### src/rtl/acpu_pkg.sv
package acpu_pkg;

  typedef struct packed {
    logic [7:0] command;
    logic [7:0] operand_byte;
    logic [7:0] port_in;
  } acpu_in_t;

  typedef struct packed {
    logic [1:0]  result_kind;
    logic [1:0]  port_id;
    logic [7:0]  port_value;
    logic        strobe_level;
    logic [11:0] next_pc;
    logic [7:0]  acc_out;
    logic [7:0]  status_out;
    logic        flag_one;
    logic [1:0]  bytes_used;
    logic [1:0]  cycle_count;
    logic        unknown_opcode;
    logic        last;
  } acpu_out_t;

  localparam logic [1:0] KIND_RETIRE = 2'd0;
  localparam logic [1:0] KIND_PORT   = 2'd1;
  localparam logic [1:0] KIND_STROBE = 2'd2;

  localparam logic [1:0] PORT_BUS = 2'd0;
  localparam logic [1:0] PORT_P1  = 2'd1;
  localparam logic [1:0] PORT_P2  = 2'd2;

  localparam logic [7:0] ST_CY = 8'h80;
  localparam logic [7:0] ST_AC = 8'h40;
  localparam logic [7:0] ST_F0 = 8'h20;
  localparam logic [7:0] ST_BS = 8'h10;
  localparam logic [7:0] STATUS_RESET = 8'h08;

  typedef enum logic [1:0] {
    FMT_R,
    FMT_I,
    FMT_X,
    FMT_O
  } acpu_fmt_t;

  typedef struct packed {
    acpu_fmt_t  fmt;
    logic [7:0] op;
    logic [7:0] imm;
    logic [7:0] pin;
  } acpu_cmd_t;

endpackage

### src/rtl/acpu_front.sv
module acpu_front
  import acpu_pkg::*;
(
  input  logic      clk,
  input  logic      rst_n,
  input  logic      in_push,
  output logic      in_full,
  input  acpu_in_t  in_data,
  output logic      q_valid,
  output acpu_cmd_t q_cmd,
  input  logic      q_take
);

  acpu_cmd_t slot_r [2];
  logic      wp_r, rp_r;
  logic [1:0] cnt_r;
  acpu_fmt_t fmt;
  logic      wr, rd;

  always_comb begin
    fmt = FMT_O;
    case (in_data.command[7:3])
      5'h03, 5'h19, 5'h17, 5'h1F, 5'h15, 5'h0D, 5'h0F, 5'h0B, 5'h09, 5'h1B: fmt = FMT_R;
      default: fmt = FMT_O;
    endcase
    if (fmt == FMT_O) begin
      case (in_data.command[7:1])
        7'h08, 7'h58, 7'h78, 7'h50, 7'h30, 7'h38, 7'h28, 7'h20, 7'h68: fmt = FMT_I;
        default: fmt = FMT_O;
      endcase
    end
    if (in_data.command[4:0] == 5'h04 || in_data.command[4:0] == 5'h14) fmt = FMT_O;
    if (in_data.command[7:2] == 6'h03 || in_data.command[7:2] == 6'h0F ||
        in_data.command[7:2] == 6'h23 || in_data.command[7:2] == 6'h27) fmt = FMT_X;
  end

  assign in_full = (cnt_r == 2'd2);
  assign wr      = in_push && !in_full;
  assign q_valid = (cnt_r != 2'd0);
  assign q_cmd   = slot_r[rp_r];
  assign rd      = q_take && q_valid;

  always_ff @(posedge clk) begin
    if (wr) begin
      slot_r[wp_r] <= '{fmt: fmt, op: in_data.command, imm: in_data.operand_byte,
                        pin: in_data.port_in};
    end
    if (!rst_n) begin
      wp_r <= 1'b0;
      rp_r <= 1'b0;
      cnt_r <= 2'd0;
    end else begin
      if (wr) wp_r <= !wp_r;
      if (rd) rp_r <= !rp_r;
      cnt_r <= cnt_r + {1'b0, wr} - {1'b0, rd};
    end
  end

endmodule

### src/rtl/acpu_back.sv
module acpu_back
  import acpu_pkg::*;
#(
  parameter int RAM_DEPTH = 64
) (
  input  logic      clk,
  input  logic      rst_n,
  input  logic      q_valid,
  input  acpu_cmd_t q_cmd,
  output logic      q_take,
  output logic      out_empty,
  input  logic      out_pop,
  output acpu_out_t out_data
);

  localparam int AW = $clog2(RAM_DEPTH);

  typedef enum logic [2:0] {
    S_CLEAR, S_IDLE, S_RD1, S_RD2, S_EXEC, S_EMIT
  } state_t;

  state_t     state_r;
  logic [7:0] ram [RAM_DEPTH];
  logic [7:0] rdata_r;
  logic [AW-1:0] raddr, addr_r, clr_r;
  logic [11:0] pc_r;
  logic [7:0]  acc_r, sw_r, p1_r, p2_r;
  logic        f1_r;
  acpu_cmd_t   cmd_r;
  logic [7:0]  lo_r;
  logic        ram_rd_r;

  acpu_out_t   items_r [5];
  logic [2:0]  n_r, idx_r;
  logic        ovalid_r;

  logic [7:0]  bank;

  function automatic logic [AW-1:0] ra(input logic [7:0] a);
    logic [8:0] v;
    v = {1'b0, a};
    for (int i = 0; i < 3; i++) begin
      if (v >= 9'(RAM_DEPTH)) v = 9'(v - 9'(RAM_DEPTH));
    end
    return AW'(v);
  endfunction

  assign bank = sw_r[4] ? 8'd24 : 8'd0;

  always_comb begin
    raddr = '0;
    case (state_r)
      S_IDLE:  raddr = (q_cmd.fmt == FMT_I) ? ra(bank + {7'd0, q_cmd.op[0]})
                     : (q_cmd.op == 8'h83) ? ra(8'd8 + {4'd0, 3'(sw_r[2:0] + 3'd7), 1'b0})
                     : ra(bank + {5'd0, q_cmd.op[2:0]});
      S_RD1:   raddr = (cmd_r.fmt == FMT_I) ? ra(rdata_r)
                     : (cmd_r.op == 8'h83) ? addr_r + AW'(1)
                     : addr_r;
      default: raddr = addr_r;
    endcase
  end

  assign out_empty = !ovalid_r;
  assign out_data  = items_r[idx_r];
  assign q_take    = (state_r == S_IDLE) && q_valid;

  always_ff @(posedge clk) begin
    logic [7:0] op, imm, b, d, res;
    logic [8:0] sum;
    logic [4:0] h;
    logic [11:0] pc;
    logic [7:0] acc, sw, p1, p2;
    logic f1, cy, jmp, cnd, wr, unk;
    logic [1:0] by, cyc;
    logic [2:0] n;
    acpu_out_t it [5];
    logic [3:0] nib;
    logic [9:0] da;
    logic [3:0] ret_hi;
    op = cmd_r.op; imm = cmd_r.imm; d = rdata_r;
    pc = 12'(pc_r + 12'd1); acc = acc_r; sw = sw_r; p1 = p1_r; p2 = p2_r;
    f1 = f1_r; cy = sw_r[7]; jmp = 1'b0; cnd = 1'b0; wr = 1'b0; unk = 1'b0;
    by = 2'd1; cyc = 2'd1; n = 3'd0; res = 8'd0; b = 8'd0; sum = 9'd0; h = 5'd0;
    nib = 4'd0; da = 10'd0; ret_hi = 4'd0;
    for (int i = 0; i < 5; i++) it[i] = '0;
    if (state_r == S_EXEC) begin
      if (op[4:0] == 5'h04 || op[4:0] == 5'h14) begin
        by = 2'd2; cyc = 2'd2;
        pc = 12'(pc + 12'd1);
        if (op[4]) begin
          res = pc[7:0]; ret_hi = pc[11:8]; wr = 1'b1;
          sw = {sw[7:3], 3'(sw[2:0] + 3'd1)};
        end
        pc = {1'b0, op[7:5], imm};
      end else if (cmd_r.fmt == FMT_R || cmd_r.fmt == FMT_I) begin
        case (cmd_r.fmt == FMT_R ? {op[7:3], 3'b000} : {op[7:1], 1'b0})
          8'h18, 8'h10: begin res = 8'(d + 8'd1); wr = 1'b1; end
          8'hC8: begin res = 8'(d - 8'd1); wr = 1'b1; end
          8'hB8, 8'hB0: begin res = imm; wr = 1'b1; by = 2'd2; cyc = 2'd2; end
          8'hF8, 8'hF0: acc = d;
          8'hA8, 8'hA0: begin res = acc_r; wr = 1'b1; end
          8'h68, 8'h60, 8'h78, 8'h70: b = d;
          8'h58, 8'h50: acc = acc_r & d;
          8'h48, 8'h40: acc = acc_r | d;
          default: acc = acc_r ^ d;
        endcase
        if (op[6:5] == 2'b11 && (op[7:4] == 4'h6 || op[7:4] == 4'h7) &&
            (cmd_r.fmt == FMT_R ? op[3] : op[3:1] == 3'b000)) begin
          sum = {1'b0, acc_r} + {1'b0, b} + {8'd0, op[4] & cy};
          h = {1'b0, acc_r[3:0]} + {1'b0, b[3:0]} + {4'd0, op[4] & cy};
          acc = sum[7:0]; sw = {sum[8], h[4], sw[5:0]};
        end
      end else if (cmd_r.fmt == FMT_X) begin
        cyc = 2'd2;
        nib = {op[7] ? {1'b1, op[4]} : {1'b0, op[5]}, op[1:0]};
        it[0] = '{result_kind: KIND_PORT, port_id: PORT_P2,
                  port_value: {p2_r[7:4], nib}, default: '0};
        it[1] = '{result_kind: KIND_STROBE, default: '0};
        if (nib[3:2] == 2'd0) begin
          acc = {4'd0, cmd_r.pin[3:0]};
          p2 = {p2_r[7:4], nib};
          it[2] = '{result_kind: KIND_STROBE, strobe_level: 1'b1, default: '0};
          n = 3'd3;
        end else begin
          p2 = {p2_r[7:4], acc_r[3:0]};
          it[2] = '{result_kind: KIND_PORT, port_id: PORT_P2, port_value: p2, default: '0};
          it[3] = '{result_kind: KIND_STROBE, strobe_level: 1'b1, default: '0};
          n = 3'd4;
        end
      end else begin
        case (op)
          8'h00: ;
          8'h83: begin pc = {rdata_r[3:0], lo_r}; cyc = 2'd2;
                   sw = {sw_r[7:3], 3'(sw_r[2:0] + 3'd7)}; end
          8'hC6: begin jmp = 1'b1; cnd = (acc_r == 8'd0); end
          8'h96: begin jmp = 1'b1; cnd = (acc_r != 8'd0); end
          8'hF6: begin jmp = 1'b1; cnd = cy; end
          8'hE6: begin jmp = 1'b1; cnd = !cy; end
          8'hB6: begin jmp = 1'b1; cnd = sw_r[5]; end
          8'h76: begin jmp = 1'b1; cnd = f1_r; end
          8'h27: acc = 8'd0;
          8'h37: acc = ~acc_r;
          8'h47: acc = {acc_r[3:0], acc_r[7:4]};
          8'h07: acc = 8'(acc_r - 8'd1);
          8'h17: acc = 8'(acc_r + 8'd1);
          8'h23: begin acc = imm; by = 2'd2; cyc = 2'd2; end
          8'hC5: sw = sw_r & ~ST_BS;
          8'hD5: sw = sw_r | ST_BS;
          8'hC7: acc = sw_r | 8'h08;
          8'hD7: sw = acc_r | 8'h08;
          8'h03, 8'h13: begin
            sum = {1'b0, acc_r} + {1'b0, imm} + {8'd0, op[4] & cy};
            h = {1'b0, acc_r[3:0]} + {1'b0, imm[3:0]} + {4'd0, op[4] & cy};
            acc = sum[7:0]; sw = {sum[8], h[4], sw_r[5:0]}; by = 2'd2; cyc = 2'd2;
          end
          8'h57: begin
            da = {2'd0, acc_r};
            if (acc_r[3:0] > 4'd9 || sw_r[6]) da = 10'(da + 10'h06);
            if (da > 10'h9F || sw_r[7]) begin da = 10'(da + 10'h60); sw = sw_r | ST_CY; end
            acc = da[7:0];
          end
          8'h53: begin acc = acc_r & imm; by = 2'd2; cyc = 2'd2; end
          8'h43: begin acc = acc_r | imm; by = 2'd2; cyc = 2'd2; end
          8'hD3: begin acc = acc_r ^ imm; by = 2'd2; cyc = 2'd2; end
          8'hE7: acc = {acc_r[6:0], acc_r[7]};
          8'h77: acc = {acc_r[0], acc_r[7:1]};
          8'hF7: begin sw = {acc_r[7], sw_r[6:0]}; acc = {acc_r[6:0], cy}; end
          8'h67: begin sw = {acc_r[0], sw_r[6:0]}; acc = {cy, acc_r[7:1]}; end
          8'h97: sw = sw_r & ~ST_CY;
          8'hA7: sw = sw_r ^ ST_CY;
          8'h85: sw = sw_r & ~ST_F0;
          8'h95: sw = sw_r ^ ST_F0;
          8'hA5: f1 = 1'b0;
          8'hB5: f1 = !f1_r;
          8'h08, 8'h09, 8'h0A: begin acc = cmd_r.pin; cyc = 2'd2; end
          8'h02, 8'h39, 8'h3A, 8'h98, 8'h88, 8'h99, 8'h9A, 8'h89, 8'h8A: begin
            cyc = 2'd2;
            case (op)
              8'h02:        begin it[0].port_id = PORT_BUS; it[0].port_value = acc_r; end
              8'h39:        begin it[0].port_id = PORT_P1; it[0].port_value = acc_r; end
              8'h3A:        begin it[0].port_id = PORT_P2; it[0].port_value = acc_r; end
              8'h99:        begin it[0].port_id = PORT_P1; it[0].port_value = p1_r & imm; end
              8'h9A:        begin it[0].port_id = PORT_P2; it[0].port_value = p2_r & imm; end
              8'h89:        begin it[0].port_id = PORT_P1; it[0].port_value = p1_r | imm; end
              8'h8A:        begin it[0].port_id = PORT_P2; it[0].port_value = p2_r | imm; end
              default:      begin it[0].port_id = PORT_BUS; it[0].port_value = imm; end
            endcase
            if (op != 8'h02 && op != 8'h39 && op != 8'h3A) by = 2'd2;
            it[0].result_kind = KIND_PORT;
            if (it[0].port_id == PORT_P1) p1 = it[0].port_value;
            if (it[0].port_id == PORT_P2) p2 = it[0].port_value;
            n = 3'd1;
          end
          default: unk = 1'b1;
        endcase
        if (jmp) begin
          by = 2'd2; cyc = 2'd2;
          pc = 12'(pc + 12'd1);
          if (cnd) pc = {pc[11:8], imm};
        end else if (by == 2'd2) begin
          pc = 12'(pc + 12'd1);
        end
      end
      if (cmd_r.fmt != FMT_O && by == 2'd2) pc = 12'(pc + 12'd1);
      it[n] = '{result_kind: KIND_RETIRE, port_id: PORT_BUS, port_value: 8'd0,
                strobe_level: 1'b0, next_pc: pc, acc_out: acc, status_out: sw,
                flag_one: f1, bytes_used: by, cycle_count: cyc, unknown_opcode: unk,
                last: 1'b1};
    end

    if (ram_rd_r) rdata_r <= ram[raddr];
    if (state_r == S_CLEAR) ram[clr_r] <= 8'd0;
    if (state_r == S_EXEC && wr) ram[addr_r] <= res;
    if (state_r == S_EXEC && op[4:0] == 5'h14) ram[AW'(addr_r + AW'(1))] <= {sw_r[7:4], ret_hi};
    if (state_r == S_IDLE && q_valid) begin
      cmd_r <= q_cmd;
      addr_r <= (q_cmd.op[4:0] == 5'h14) ? ra(8'd8 + {4'd0, sw_r[2:0], 1'b0}) : raddr;
    end
    if (state_r == S_RD1) begin
      lo_r <= rdata_r;
      addr_r <= raddr;
    end
    if (state_r == S_EXEC) begin
      for (int i = 0; i < 5; i++) items_r[i] <= it[i];
    end

    if (!rst_n) begin
      state_r <= S_CLEAR; clr_r <= '0; ram_rd_r <= 1'b0;
      pc_r <= '0; acc_r <= '0; sw_r <= STATUS_RESET; f1_r <= 1'b0;
      p1_r <= 8'hFF; p2_r <= 8'hFF; ovalid_r <= 1'b0; idx_r <= '0; n_r <= '0;
    end else begin
      ram_rd_r <= 1'b1;
      case (state_r)
        S_CLEAR: begin
          clr_r <= AW'(clr_r + AW'(1));
          if (clr_r == AW'(RAM_DEPTH - 1)) state_r <= S_IDLE;
        end
        S_IDLE: if (q_valid) state_r <= S_RD1;
        S_RD1: state_r <= S_RD2;
        S_RD2: state_r <= S_EXEC;
        S_EXEC: begin
          pc_r <= pc; acc_r <= acc; sw_r <= sw; f1_r <= f1; p1_r <= p1; p2_r <= p2;
          n_r <= n; idx_r <= '0; ovalid_r <= 1'b1;
          state_r <= S_EMIT;
        end
        S_EMIT: if (out_pop) begin
          if (idx_r == n_r) begin
            ovalid_r <= 1'b0; state_r <= S_IDLE;
          end else begin
            idx_r <= 3'(idx_r + 3'd1);
          end
        end
        default: state_r <= S_IDLE;
      endcase
    end
  end

endmodule

### src/rtl/accumulator_cpu_execute.sv
// channel | ports                               | transaction when
// input   | in_push, in_full, in_data           | in_push && !in_full
// result  | out_pop, out_empty, out_data        | out_pop && !out_empty
// The back end takes each instruction through two RAM reads and execute,
// then emits one result item per cycle while out_pop is high; the front
// queue holds two instructions. After reset the register RAM is cleared; no
// instruction is executed until the pass ends. Result stalls hold the back end.
module accumulator_cpu_execute
  import acpu_pkg::*;
#(
  parameter int RAM_DEPTH = 64
) (
  input  logic      clk,
  input  logic      rst_n,
  input  logic      in_push,
  output logic      in_full,
  input  acpu_in_t  in_data,
  output logic      out_empty,
  input  logic      out_pop,
  output acpu_out_t out_data
);

  logic      q_valid, q_take;
  acpu_cmd_t q_cmd;

  acpu_front u_front (
    .clk, .rst_n, .in_push, .in_full, .in_data, .q_valid, .q_cmd, .q_take
  );

  acpu_back #(.RAM_DEPTH(RAM_DEPTH)) u_back (
    .clk, .rst_n, .q_valid, .q_cmd, .q_take, .out_empty, .out_pop, .out_data
  );

  a_retire_only_last: assert property (@(posedge clk) disable iff (!rst_n)
    !out_empty && out_data.last |-> out_data.result_kind == KIND_RETIRE)
    else $error("last on non-retire item");

  a_take_has_item: assert property (@(posedge clk) disable iff (!rst_n)
    q_take |-> q_valid)
    else $error("back end took from empty queue");

endmodule

### config.mk
export PLATFORM = sky130hd
export DESIGN_NAME = accumulator_cpu_execute
export DESIGN_NICKNAME = d
export VERILOG_FILES = /design/src/rtl/acpu_pkg.sv /design/src/rtl/acpu_front.sv /design/src/rtl/acpu_back.sv /design/src/rtl/accumulator_cpu_execute.sv
export SDC_FILE = /design/constraint.sdc
export NUM_CORES = 2
export LEC_CHECK = 0
export BUFFER_PORTS_ARGS = -buffer_cell sky130_fd_sc_hd__buf_2
export CAP_MARGIN = 10
export CORE_MARGIN = 5
export CORE_UTILIZATION = 55
export CTS_CLUSTER_DIAMETER = 50
export DETAILED_ROUTE_END_ITERATION = 10
export PLACE_DENSITY_LB_ADDON = 0.2
export SETUP_SLACK_MARGIN = 0.15
export SLEW_MARGIN = 20
export SYNTH_ARGS = -nofsm -noshare
export SYNTH_HDL_FRONTEND = slang
export SYNTH_SLANG_ARGS = --single-unit
### constraint.sdc
create_clock -name clk -period 10.9 [get_ports clk]
set_clock_uncertainty 0.05 [all_clocks]
set_input_delay 1.635 -clock clk [delete_from_list [all_inputs] [get_ports clk]]
set_output_delay 1.635 -clock clk [all_outputs]
set_load 0.01 [all_outputs]
# [Yosys cells after proc, flatten, opt, wreduce, memory -nomap -nowiden]
# Memories as Yosys holds them, arrays and structs flattened. A register that Yosys moved wholly into a read port is not among the register bits.
# Index checks and enable logic that the tools add are counted.
# W data, S select, Z words.
[word_totals] rom_bits=64 regBits=106 memories=4 elab_cells=468 out_inout_bits=50 mem_bits_rw=804 inputBits=28
[op_classes] n_eq_ne=109 bitwise=18 reduce_logical=62 addsub=44 order_cmp=19 mux=190
[memory_table] memory="u_back.ram" depth=64 width=8 read_ports=1 rd_clocked_by_memory_dff=1 write_ports=2 line="acpu_back.sv:23" source="logic [7:0] ram [RAM_DEPTH];"
[memory_table] memory="u_back.items_r" depth=5 width=48 read_ports=1 rd_clocked_by_memory_dff=1 write_ports=5 line="acpu_back.sv:33" source="acpu_out_t items_r [5];"
[memory_table] memory="(no name shown)" depth=32 width=2 read_ports=1 rd_clocked_by_memory_dff=0 write_ports=0 line="acpu_front.sv:22" source="case (in_data.command[7:3])"
[memory_table] memory="u_front.slot_r" depth=2 width=26 read_ports=1 rd_clocked_by_memory_dff=1 write_ports=1 line="acpu_front.sv:14" source="acpu_cmd_t slot_r [2];"
[ops] cell="$mux W192" count=3
[ops] cell="$eq A8 B8 Y1 const B" count=33
[ops] cell="$bwmux W240" count=1
[ops] cell="$mux W240" count=1
[ops] cell="$mux W8" count=26
[ops] cell="$mux W9" count=20
[ops] cell="$mux W12" count=14
[ops] cell="$demux W48 S3" count=1
[ops] cell="$mux W144" count=1
[ops] cell="$mux W48" count=3
[ops] cell="$pmux W8 S17" count=1
[ops] cell="$eq A8 B7 Y1 const B" count=15
[ops] cell="$mux W10" count=11
[ops] cell="$pmux W8 S12" count=1
[ops] cell="$ge A9 B7 Y1 const B" count=10
[ops] cell="$mux W6" count=13
[ops] cell="$pmux W10 S7" count=1
[ops] cell="$pmux W8 S4" count=2
[ops] cell="$add A12 B1 Y12 const B" count=4
[ops] cell="$reduce_or A46 Y1" count=1
[ops] cell="$mux W3" count=15
[ops] cell="$sub A8 B7 Y9 const B" count=5
[ops] cell="$sub A9 B7 Y9 const B" count=5
[ops] cell="$mux W2" count=22
[ops] cell="other kinds (84)" count=233

# [Logic depth before layout (Yosys ltp)]
[depth] depth_word=21 depth_mapped=18 ltp_nobuf=15

# [Cells and area by module]
# From an unflattened synthesis, not the netlist that was laid out.
[hier_totals] hier_cells=4520 hier_area_um2=48138.7
[modules_own_cells] mod="acpu_back" cells_per_inst=4398 instances=1 seq_area_each_um2=24063.1 area_per_inst_um2=45926.5
[modules_own_cells] mod="acpu_front" cells_per_inst=122 instances=1 seq_area_each_um2=1661.6 area_per_inst_um2=2212.1

# [Worst setup path before layout]
# OpenSTA, ideal clock, no wires.
[synth_timing] kind="register to register" start="register u_back.state_r[1]" end="register u_back.n_r[0]" setup_ns=0.388 n_path_buf=4 path_slack_ns=3.100 stages_incl_launch_ff=9 synth_period_minus_slack_ns=7.800 arrival_ns=7.362 t_required_ns=10.462 cell_sequence="dfxtp_1 > buf_2 > nor2b_1 > nand2_1 > clkinv_1 > clkbuf_1 > buf_1 > buf_1 > a31oi_1"
[synth_between] elab_chain_len=1
[synth_rtl] element="start, declared" line="acpu_back.sv:22" source="state_t state_r;"
[synth_rtl] element="start signal, assigned" line="acpu_back.sv:228" source="state_r <= S_CLEAR; clr_r <= '0; ram_rd_r <= 1'b0;"
[synth_rtl] element="start signal, assigned" line="acpu_back.sv:236" source="if (clr_r == AW'(RAM_DEPTH - 1)) state_r <= S_IDLE;"
[synth_rtl] element="start signal, assigned" line="acpu_back.sv:238" source="S_IDLE: if (q_valid) state_r <= S_RD1;"
[synth_rtl] element="$eq A3 B3 Y1" line="acpu_back.sv:86, acpu_back.sv:233"
[synth_rtl] element="end signal, assigned" line="acpu_back.sv:230" source="p1_r <= 8'hFF; p2_r <= 8'hFF; ovalid_r <= 1'b0; idx_r <= '0; n_r <= '0;"
[synth_rtl] element="end signal, assigned" line="acpu_back.sv:243" source="n_r <= n; idx_r <= '0; ovalid_r <= 1'b1;"
[synth_rtl] element="end, declared" line="acpu_back.sv:34" source="logic [2:0] n_r, idx_r;"
# Every way passes these cells.
# A chain may end at the register's enable or synchronous reset.

# [Final worst setup path]
[layout_timing] start="register u_back.state_r[0]" end="register u_back.rdata_r[7], read port of u_back.ram, data pin"
[layout_between] elab_chain_len=2 elab_cells_between_ends=3 classes_between="eq/ne: 2; mux: 1"
[layout_rtl] element="$eq A3 B2 Y1 or $eq A3 B1 Y1 (tied branches)" line="acpu_back.sv:52" source="case (state_r)"
[layout_rtl] element="$pmux W6 S2 (*)" line="acpu_back.sv:52"
[layout_rtl] element="end, declared" line="acpu_back.sv:24" source="logic [7:0] rdata_r;"
# Every way passes the cells marked *; elsewhere a longest branch is shown, timed or not.

==> run summary <==
status -> finished clean
FF-to-FF Start -> u_back.state_r[0]$_SDFFE_PN0P_
largest family of logic cells by synthesized area -> simple AND/OR/NAND/NOR gates
grt total ovfl -> 0
Achievable Freq -> 163 MHz
Syn Area/Cell -> 10.8 um^2
CP Data Arrival Time -> 6470 ps
final period utilization -> 56.1%
via count -> 39100
Core ar. -> 0.0886 mm^2
post-DP HPWL -> 101000 um
CTS tree -> yes
Req. time, crit path -> 11250 ps
EDFF count, synth -> 810
Slew HR -> 12.5%
Chip Width -> 309 um
clk slew on worst S/H paths -> 60 ps
Clock Power Share -> 48.7%
HP Class -> flip-flop to flip-flop
via/cell ratio -> 6.79
row cnt -> 109
switch share -> 20.6%
setup TNS -> 0 ps
DRT Pass-1 Iters -> 9
FF-to-FF End -> u_back.rdata_r[7]$_DFFE_PP_
RSZ-0062 raised after global routing -> false
Slew Viols, Final -> 0
Combinational Power Share -> 1.3%
Worst Max-Slew Pin Slew -> 1310 ps
clock buffer depth -> 3
Setup CP Type -> flip-flop to flip-flop
Seq cells post-synth -> 880
Synth async-reset ratio -> 0%
min Tclk post-route -> 6120 ps
DIE AREA -> 0.0956 mm^2
initial antenna violation count -> 2
GRT Total Usage -> 32.5%
post-cts sizing count -> 0
drt drc -> 0
synth warn -> 0
peak supply drop -> 0.129 mV
Critical path origin -> u_back.state_r[0]$_SDFFE_PN0P_
leak pwr -> 18.9 nW
vias in the first global route -> 36400
I/O Buffers -> 77
sequential element share of the synthesized area -> 52.3%
num ports -> 78
Die Y -> 309 um
first-pass GRT wire length -> 235000 um
max_cap viols -> 0
CTS root buf -> clkbuf_16
largest net degree at the start of global routing -> 196
Worst Path Max Fanout -> 82
Num CTS Buffers -> 103
share of layout cells above drive strength 1 -> 14.9%
layout net count -> 4607
htree depth -> 3
post-CTS setup buffer count -> 0
Synth Area in Compound Gates -> 13.7%
P_sw -> 1.52 mW
post-route ant nets -> 0
Netlist Area Pre-Place -> 0.0492 mm^2
post-synthesis simple-gate area fraction -> 13.8%
Final Hold Viols -> 0
Total Wirelength -> 160000 um
# hold bufs at CTS -> 0
area grow syn2layout -> 9.97%
Synth Instances -> 4568
Setup crit end -> u_back.rdata_r[7]$_DFFE_PP_
# setup viols final -> 0
Synth Area in Adders -> 1.89%
Unique masters post-synth -> 106
PwrDens -> 137 mW/mm^2
Final Util -> 61.1%
top_reg_cell synth -> edfxtp_1
flop-to-flop setup slack -> 4780 ps
RD Place Congestion -> 0.999
R2R depth -> 10
Post-Synth XOR/XNOR Area -> 1.21%
sequential share of power -> 50.0%
clk sinks -> 880
Worst setup SP type -> flip-flop
initial drt markers -> 5742
Fill cells -> 7193
Starting Density -> 55.5%
P_int -> 5.87 mW
WL per Instance -> 27.7 um
crit path capture type -> flip-flop
post-synthesis mux area share -> 12.8%
Clk Latency, worst-skew pair -> 700 ps
==> cell usage in the layout (no fill, tap or decap), types with 92 or more instances in the layout <==
master     count
edfxtp_1     810
nand2_1      600
nor2_1       333
mux2i_1      302
o21ai_0      285
mux2_2       220
nand3_1      153
a21oi_1      137
a211oi_1     137
buf_4        116
clkbuf_16    105
inv_1         98
and3_1        92
==> layer usage <==
metal  GRT usage, %  wire length, um  vias to the layer above
li1               -                -                    17000
met1           47.5            64300                    19100
met2           46.7            67500                     2628
met3           8.99            21600                      430
met4           11.9             6480                        2
met5              0                9                        -
==> through the flow <==
| stage | power (mW) | instance area (um^2) | hold slack, ps | setup WS [ps] | cells |
|---|---|---|---|---|---|
| after global placement | 3.86 | 50500 | 384 | 5170 | 5569 |
| after global routing | 7.58 | 54100 | 441 | 4620 | 5760 |
| after CTS | 7.41 | 54100 | 417 | 4950 | 5760 |
| after floorplan | 3.81 | 49400 | 376 | 3100 | 4614 |
| after detailed placement | 3.86 | 50500 | 399 | 4960 | 5569 |
| final | 7.39 | 54100 | 415 | 4780 | 5763 |
==> worst max-delay path, stage by stage (launching register included) <==
cell and delay, ps:
dfxtp_1 450, or3b_1 320, clkinv_1 480, nor2_1 840, nand2_1 640, nand2_4 700
buf_4 840, mux2i_1 260, a211oi_1 90, o41ai_1 830, o311ai_1 230
==> cell usage after synthesis, types with 15 or more instances <==
cell type	n	share of area (%)
and3_1	92	1.2
dfxtp_1	70	2.8
nand3_1	153	1.6
a311oi_1	22	0.39
buf_1	56	0.43
and2_1	34	0.43
xor2_1	26	0.46
mux2i_1	302	6.1
a221oi_1	64	1.1
mux4_2	35	1.6
o32ai_1	19	0.34
a22oi_1	27	0.41
buf_2	63	0.64
nor3_1	69	0.70
clkbuf_1	260	2.0
xnor2_1	42	0.75
a21o_1	26	0.40
nor2_1	334	2.5
buf_4	19	0.29
nand4_1	15	0.19
o22ai_1	64	0.81
nand2b_1	28	0.36
mux2_2	220	5.0
nor2b_1	18	0.23
a211oi_1	137	2.1
a21oi_1	140	1.4
o211ai_1	17	0.26
o21ai_0	298	3.0
or3_1	17	0.22
nand2_1	607	4.6
nor4_1	33	0.42
a31oi_1	23	0.29
a211o_1	16	0.28
edfxtp_1	810	49
ha_1	64	1.6
inv_1	98	0.75
==> registers in the layout, indices dropped and copies added, names as in the netlist, 2 cells and up, named ones only <==
name,cells
u_back.acc_r,8
u_back.addr_r,6
u_back.clr_r,6
u_back.cmd_r,26
u_back.idx_r,3
u_back.items_r,198
u_back.lo_r,8
u_back.n_r,3
u_back.p1_r,8
u_back.p2_r,8
u_back.pc_r,12
u_back.ram,512
u_back.rdata_r,8
u_back.state_r,3
u_back.sw_r,8
u_front.cnt_r,2
u_front.slot_r,52
==> power groups by stage <==
stage,Combinational (mW),Sequential [mW],Clock [mW]
after global placement,0.0904,3.77,0
after detailed placement,0.0922,3.77,0
final,0.0955,3.70,3.60
after CTS,0.0929,3.70,3.62
after floorplan,0.0526,3.76,0
after global routing,0.103,3.70,3.78
==> cells by family (layout without fill, tap and decap cells) <==
| kind of cell | Yosys count | count (layout) |
|---|---|---|
| simple gates | 1474 | 1474 |
| compound gates | 1008 | 1008 |
| flops | 880 | 880 |
| mux | 557 | 557 |
| buf+inv | 509 | 490 |
| fa+ha+maj | 71 | 71 |
| xor+xnor | 68 | 68 |
| other cells | 1 | 50 |
==> final cells by class <==
| cell class | count | area [um^2] | area share, % |
|---|---|---|---|
| timing repair buffer | 195 | 1300 | 2.40 |
| multi-input combinational | 3225 | 21700 | 40.1 |
| clock inverter | 59 | 776 | 1.43 |
| inverter | 104 | 398 | 0.735 |
| tap | 1165 | 1460 | 2.69 |
| sequential | 880 | 25700 | 47.6 |
| antenna | 3 | 7.51 | 0.0139 |
| clock buffer | 132 | 2770 | 5.12 |
==> worst min-delay path by stage <==
stage / start / to / slack [ps] / cells after the start
4_1_cts: u_back.sw_r[3]$_SDFFE_PN1N_ / u_back.sw_r[3]$_SDFFE_PN1N_ / 420 / 1
3_3_place_gp: u_back.sw_r[3]$_SDFFE_PN1N_ / u_back.sw_r[3]$_SDFFE_PN1N_ / 380 / 1
6_report: u_back.sw_r[3]$_SDFFE_PN1N_ / u_back.sw_r[3]$_SDFFE_PN1N_ / 420 / 1
5_1_grt: u_back.sw_r[3]$_SDFFE_PN1N_ / u_back.sw_r[3]$_SDFFE_PN1N_ / 440 / 1
3_5_place_dp: u_back.sw_r[3]$_SDFFE_PN1N_ / u_back.sw_r[3]$_SDFFE_PN1N_ / 400 / 1
2_1_floorplan: u_back.sw_r[3]$_SDFFE_PN1N_ / u_back.sw_r[3]$_SDFFE_PN1N_ / 380 / 1
Note: power is estimated with default switching activity, not from simulation.
